**src/sv/srt_pkg.sv**
```systemverilog
`timescale 1ns / 1ps
// ----------------------------------------------------------------------------
// srt_pkg: shared types and codes for the sorted record table
// Beat structs, operation and status codes, and the engine state type.
// ----------------------------------------------------------------------------
package srt_pkg;

    typedef enum logic [1:0] {
        MODE_CLEAR  = 2'd0,
        MODE_INSERT = 2'd1,
        MODE_DELETE = 2'd2,
        MODE_DUMP   = 2'd3
    } mode_t;

    typedef enum logic [1:0] {
        ST_OK    = 2'd0,
        ST_FULL  = 2'd1,
        ST_EMPTY = 2'd2,
        ST_ENTRY = 2'd3
    } status_t;

    localparam int CNT_W = 6;

    typedef struct packed {
        logic [1:0]         mode;
        logic signed [31:0] rec_key;
        logic signed [31:0] rec_score;
        logic [63:0]        name_bytes_a;
        logic [63:0]        name_bytes_b;
        logic [31:0]        name_bytes_c;
    } in_beat_t;

    typedef struct packed {
        logic [1:0]         status;
        logic signed [31:0] out_key;
        logic signed [31:0] out_score;
        logic [63:0]        out_name_a;
        logic [63:0]        out_name_b;
        logic [31:0]        out_name_c;
        logic [CNT_W-1:0]   entries_held;
        logic [CNT_W-1:0]   removed_count;
        logic               last;
    } out_beat_t;

    // One stored record
    typedef struct packed {
        logic signed [31:0] key;
        logic signed [31:0] score;
        logic [63:0]        name_a;
        logic [63:0]        name_b;
        logic [31:0]        name_c;
    } entry_t;

    typedef enum logic [2:0] {
        ENG_IDLE,
        ENG_SEARCH,
        ENG_SHIFT,
        ENG_DELETE,
        ENG_DUMP,
        ENG_EMIT
    } eng_state_t;

endpackage

```
**src/sv/srt_cmd_queue.sv**
```systemverilog
`timescale 1ns / 1ps
// ----------------------------------------------------------------------------
// srt_cmd_queue: two-entry command queue
// Parts the accepting front from the table engine.
// ----------------------------------------------------------------------------
module srt_cmd_queue (
    input  logic             clk,
    input  logic             rst_n,
    input  logic             push,
    input  srt_pkg::in_beat_t push_data,
    output logic             full,
    input  logic             pop,
    output srt_pkg::in_beat_t pop_data,
    output logic             empty
);
    import srt_pkg::*;

    in_beat_t   slot_reg [2];
    logic       wr_ptr_reg, rd_ptr_reg;
    logic [1:0] cnt_reg;

    assign full     = (cnt_reg == 2'd2);
    assign empty    = (cnt_reg == 2'd0);
    assign pop_data = slot_reg[rd_ptr_reg];

    // Storage
    always_ff @(posedge clk)
    begin
        if (push && !full)
        begin
            slot_reg[wr_ptr_reg] <= push_data;
        end
    end

    // Pointers and fill
    always_ff @(posedge clk or negedge rst_n)
    begin
        if (!rst_n)
        begin
            wr_ptr_reg <= 1'b0;
            rd_ptr_reg <= 1'b0;
            cnt_reg    <= 2'd0;
        end
        else
        begin
            if (push && !full)
            begin
                wr_ptr_reg <= ~wr_ptr_reg;
            end
            if (pop && !empty)
            begin
                rd_ptr_reg <= ~rd_ptr_reg;
            end
            cnt_reg <= cnt_reg + {1'b0, (push && !full)} - {1'b0, (pop && !empty)};
        end
    end

endmodule

```
**config.mk**
```make
export PLATFORM = sky130hd
export DESIGN_NAME = srt_cmd_queue
export DESIGN_NICKNAME = d
export VERILOG_FILES = /design/src/sv/srt_pkg.sv /design/src/sv/srt_cmd_queue.sv
export SDC_FILE = /design/constraint.sdc
export NUM_CORES = 1
export LEC_CHECK = 0
export BUFFER_PORTS_ARGS = -buffer_cell sky130_fd_sc_hd__buf_2
export CORE_UTILIZATION = 47
export DETAILED_ROUTE_END_ITERATION = 8
export PLACE_DENSITY = 0.76
export SYNTH_ARGS = -nofsm -noshare
export SYNTH_HDL_FRONTEND = slang
export SYNTH_SLANG_ARGS = --single-unit
```
**constraint.sdc**
```tcl
create_clock -name clk -period 11.1 [get_ports clk]
set_input_delay 0.555 -clock clk [delete_from_list [all_inputs] [get_ports clk]]
set_output_delay 0.555 -clock clk [all_outputs]
set_load 0.005 [all_outputs]
```
Word-level counts from Yosys, hierarchy flattened
Memories as Yosys holds them, arrays and structs flattened.
Cells that the tools add are included.
{"block": "op_classes", "addsub": 2, "n_eq_ne": 1, "n_mux": 2, "n_bitwise": 2, "reduce_logical": 5}
{"cell": "$add 2x1->2", "count": 1}
{"cell": "$eq 2x2->1 const B", "count": 1}
{"cell": "$logic_and 1x1->1", "count": 2}
{"cell": "$logic_not 1->1", "count": 2}
{"cell": "$logic_not 2->1", "count": 1}
{"cell": "$mux 1", "count": 2}
{"cell": "$not 1->1", "count": 2}
{"cell": "$sub 2x1->2", "count": 1}
{"block": "word_totals", "ff_bits": 4, "mem_bits_rw": 452, "mem_count": 1}
{"memory": "slot_reg", "depth": 2, "word_bits": 226, "rd": 1, "rd_ports_with_merged_regs": 0, "write_ports": 1, "line": "srt_cmd_queue.sv:18", "text": "in_beat_t slot_reg [2];"}

Depth between registers and ports, before layout
{"block": "logic_depth", "ltp_word": 5, "mapped_depth": 7}

Worst setup path after synthesis
OpenSTA, ideal clock, no wires.
{"block": "synth_path", "path_kind": "input-to-reg", "start": "input port push", "end": "memory slot_reg[0][0] (netlist name), enable pin", "setup_ns": 0.816, "t_arrival_ns": 10.014, "required_ns": 10.284, "slack_ns": 0.270, "path_stages": 2, "path_buffers": 0, "path_cell_list": "nand2_1 -> nor2_1"}
{"block": "synth_via", "elab_chain_cells": 3}
{"item": "start, declared", "line": "srt_cmd_queue.sv:9", "text": "input logic push,"}
{"item": "$logic_and 1x1->1", "line": "srt_cmd_queue.sv:29", "text": "if (push && !full)"}
{"item": "$mux 1", "line": "srt_cmd_queue.sv:29"}
{"item": "$mux 1 (implied by the code)", "line": "srt_cmd_queue.sv:31", "text": "slot_reg[wr_ptr_reg] <= push_data;"}
{"item": "end, declared", "line": "srt_cmd_queue.sv:18"}
No other way between the ends.

==> impl_metrics.env <==
export IMPL_status="finished clean"
export IMPL_cts_clk_slew_worst_paths_ns=0.06
export IMPL_yosys_warnings=0
export IMPL_internal_power_w=0.00389
export IMPL_pwr_share_seq=0.467
export IMPL_vias=8533
export IMPL_synth_area_leaders="edfxtp_1, mux2_2, mux2_4, dfrtp_1, buf_4"
export IMPL_dr_pass1_iters=4
export IMPL_antenna_found_initial=18
export IMPL_tightest_slew_ns=1.10
export IMPL_worstPathMaxFanout=57
export IMPL_crit_path_top_delay_cell="dfrtp_4"
export IMPL_synth_area_leader_cell="edfxtp_1"
export IMPL_r2r_end="slot_reg[0][222]$_DFFE_PP_"
export IMPL_power_density_nw_per_um2=257
export IMPL_cts_post_setup_buffers_inserted=0
export IMPL_slew_viol_final=0
export IMPL_pin_count=458
export IMPL_total_leakage_power_nw=7.83
export IMPL_synthCells=721
export IMPL_gp_congestion=0.821
export IMPL_power_frac_clock=0.264
export IMPL_min_period_over_period=0.370
export IMPL_crit_required_ns=10.55
export IMPL_die_area_sq_um=36100
export IMPL_detail_route_wl_per_cell_um=20.6
export IMPL_setup_violations_final=0
export IMPL_grt_use_total=0.190
export IMPL_root_buffer="clkbuf_16"
export IMPL_worst_path_most_repeated_cell="buf_4"
export IMPL_r2r_cells=5
export IMPL_cts_buffers=45
export IMPL_dpl_cell_count=1616
export IMPL_routed_wl_um=35200
export IMPL_synthToLayoutAreaGrowth_pct=25.2
export IMPL_mostFrequentLayoutCells="buf_2, edfxtp_1, mux2_2"
export IMPL_grt_ovfl_total=0
export IMPL_instances_no_fill=1712
export IMPL_synth_cell_types=16
export IMPL_fp_dieH_um=190
export IMPL_dp_hpwl_um=24200
export IMPL_arrival_ns=3.55
export IMPL_yosysTopAreaCellShare=0.817
export IMPL_io_buffers=457
export IMPL_postRouteAntennaNets=0
export IMPL_num_rows=68
export IMPL_design_area_sq_um=20800
export IMPL_route_detailed_drc=0
export IMPL_max_vdd_ir_drop_uv=194
export IMPL_switching_share=0.272
export IMPL_largest_reg_flops=452
export IMPL_rsz0062_at_grt="no"
export IMPL_initialDrtViolationCount=423
export IMPL_fin_worst_skew_ns=0.0190
export IMPL_cts_tree="yes"
export IMPL_combPwrFrac=0.269
export IMPL_path_class="flip-flop to primary output"
export IMPL_path_delay_family="buffers and inverters"
export IMPL_reg2reg_slack_ns=7.79
export IMPL_cts_max_path_buffers=3
export IMPL_drive_gt1_frac=0.604
export IMPL_vias_per_cell=4.98
export IMPL_syn_avg_cell_area_sq_um=23.0
export IMPL_crit_chain="buf_4 -> buf_4 -> mux2_2 -> buf_2"
export IMPL_coreArea_sq_um=34600
export IMPL_cap_violations=0
export IMPL_start_util=0.480
export IMPL_hold_viol_final=0
export IMPL_tns_ns=0
export IMPL_hold_end="slot_reg[1][131]$_DFFE_PP_"
export IMPL_hold_class="input port to flip-flop"
export IMPL_power_switching_w=0.00146
export IMPL_syn_num_nets=953
export IMPL_cts_sinks=456
export IMPL_min_period_ns=4.10
export IMPL_end_kind="primary output"
export IMPL_cp_start_kind="flip-flop"
export IMPL_hold_path_startpoint="push_data[131]"
export IMPL_slew_limit_headroom=0.265
export IMPL_grt_pass1_wl_um=50300
export IMPL_clock_fmax_mhz=244
export IMPL_post_place_ws_ns=7.56
export IMPL_syn_area_sq_um=16600
export IMPL_dieWidth_um=190
export IMPL_ys_seq_area_frac=0.823
export IMPL_final_common_cell="buf_2"
export IMPL_ys_ff_latch=456
export IMPL_slowest_delay_ns=0.89
export IMPL_grt_start_max_net_pins=83
export IMPL_setup_slack_ns=7.00
export IMPL_placed_area_sq_um=19400
export IMPL_grt_pass1_vias=8963
export IMPL_post_route_util=0.600
export IMPL_clock_latency_ns=0.55
export IMPL_hold_path_depth=1
export IMPL_crit_buf_inv=3
export IMPL_r2r_start="cnt_reg[0]$_DFF_PN0_"
export IMPL_cts_max_level=2
export IMPL_fin_nets=1441
-- what timing repair did --
item / in CTS / in global routing
hold endpoints to repair: 4 / 0
resized for setup: 0 / 0
hold buffers: 1 / 0
setup endpoints to repair: 0 / 0
-- through the flow --
step	hold WS, ns	power, W
after floorplan	0.259	0.00348
after global placement	0.365	0.00395
after detailed placement	0.368	0.00399
after CTS	0.140	0.00542
after global routing	0.153	0.00559
final	0.182	0.00534
-- worst max-delay path by stage --
stage / from / to / slack [ns] / cells past startpoint
3_5_place_dp: rd_ptr_reg$_DFFE_PN0P_ / pop_data[42] / 7.56 / 4
3_3_place_gp: push / slot_reg[0][221]$_DFFE_PP_ / 7.63 / 5
4_1_cts: rd_ptr_reg$_DFFE_PN0P_ / pop_data[45] / 6.92 / 4
2_1_floorplan: push / slot_reg[0][0]$_DFFE_PP_ / 0.27 / 2
6_report: rd_ptr_reg$_DFFE_PN0P_ / pop_data[45] / 7.00 / 4
5_1_grt: rd_ptr_reg$_DFFE_PN0P_ / pop_data[45] / 6.79 / 4
-- Yosys cell counts --
library cell,n
edfxtp_1,452
mux2_2,196
mux2_4,30
buf_4,11
buf_2,10
buf_6,4
dfrtp_1,4
xnor2_1,3
ha_1,2
inv_1,2
nor2_1,2
and3_1,1
nand2_1,1
nand2b_1,1
nor2b_1,1
xor2_1,1
-- cell type report --
class | instances | area [sq um]
tap | 455 | 569
fill | 2539 | 13800
clock inverter | 26 | 170
inverter | 2 | 7.51
multi-input combinational | 238 | 2760
clock buffer | 55 | 1210
sequential | 456 | 13700
timing repair buffer | 466 | 2360
antenna | 14 | 35.0
-- worst reg2reg max path, delay by kind of cell (launching register included) --
kind | cells | cell delay, ns
buf+inv | 2 | 1.55
flops | 1 | 0.37
simple gates | 3 | 0.94
-- logic make-up after synthesis --
| group | Yosys count | synth area share |
|---|---|---|
| flip-flops | 456 | 0.823 |
| multiplexers | 226 | 0.160 |
| buffers and inverters | 27 | 0.0112 |
| AND/OR/NAND/NOR | 6 | 0.00181 |
| XOR/XNOR | 4 | 0.00211 |
| adder cells (fa/ha/maj) | 2 | 0.00151 |
-- power by group through the flow --
| stage | Combinational (W) | Clock (W) | Sequential (W) |
|---|---|---|---|
| global route | 0.00155 | 0.00151 | 0.00253 |
| finish | 0.00144 | 0.00141 | 0.00250 |
| CTS | 0.00146 | 0.00145 | 0.00250 |
| floorplan | 0.000907 | 0 | 0.00257 |
| global placement | 0.00143 | 0 | 0.00252 |
| detailed placement | 0.00145 | 0 | 0.00253 |
-- metal layers --
metal | vias to the layer above | global-route usage | part of all wire
met4 | 4 | 0.100 | 0.034
met2 | 394 | 0.332 | 0.53
met5 | - | 0 | 0.00082
li1 | 3885 | - | -
met1 | 4180 | 0.202 | 0.34
met3 | 70 | 0.0622 | 0.090
Power figures use the tool's default switching activity.
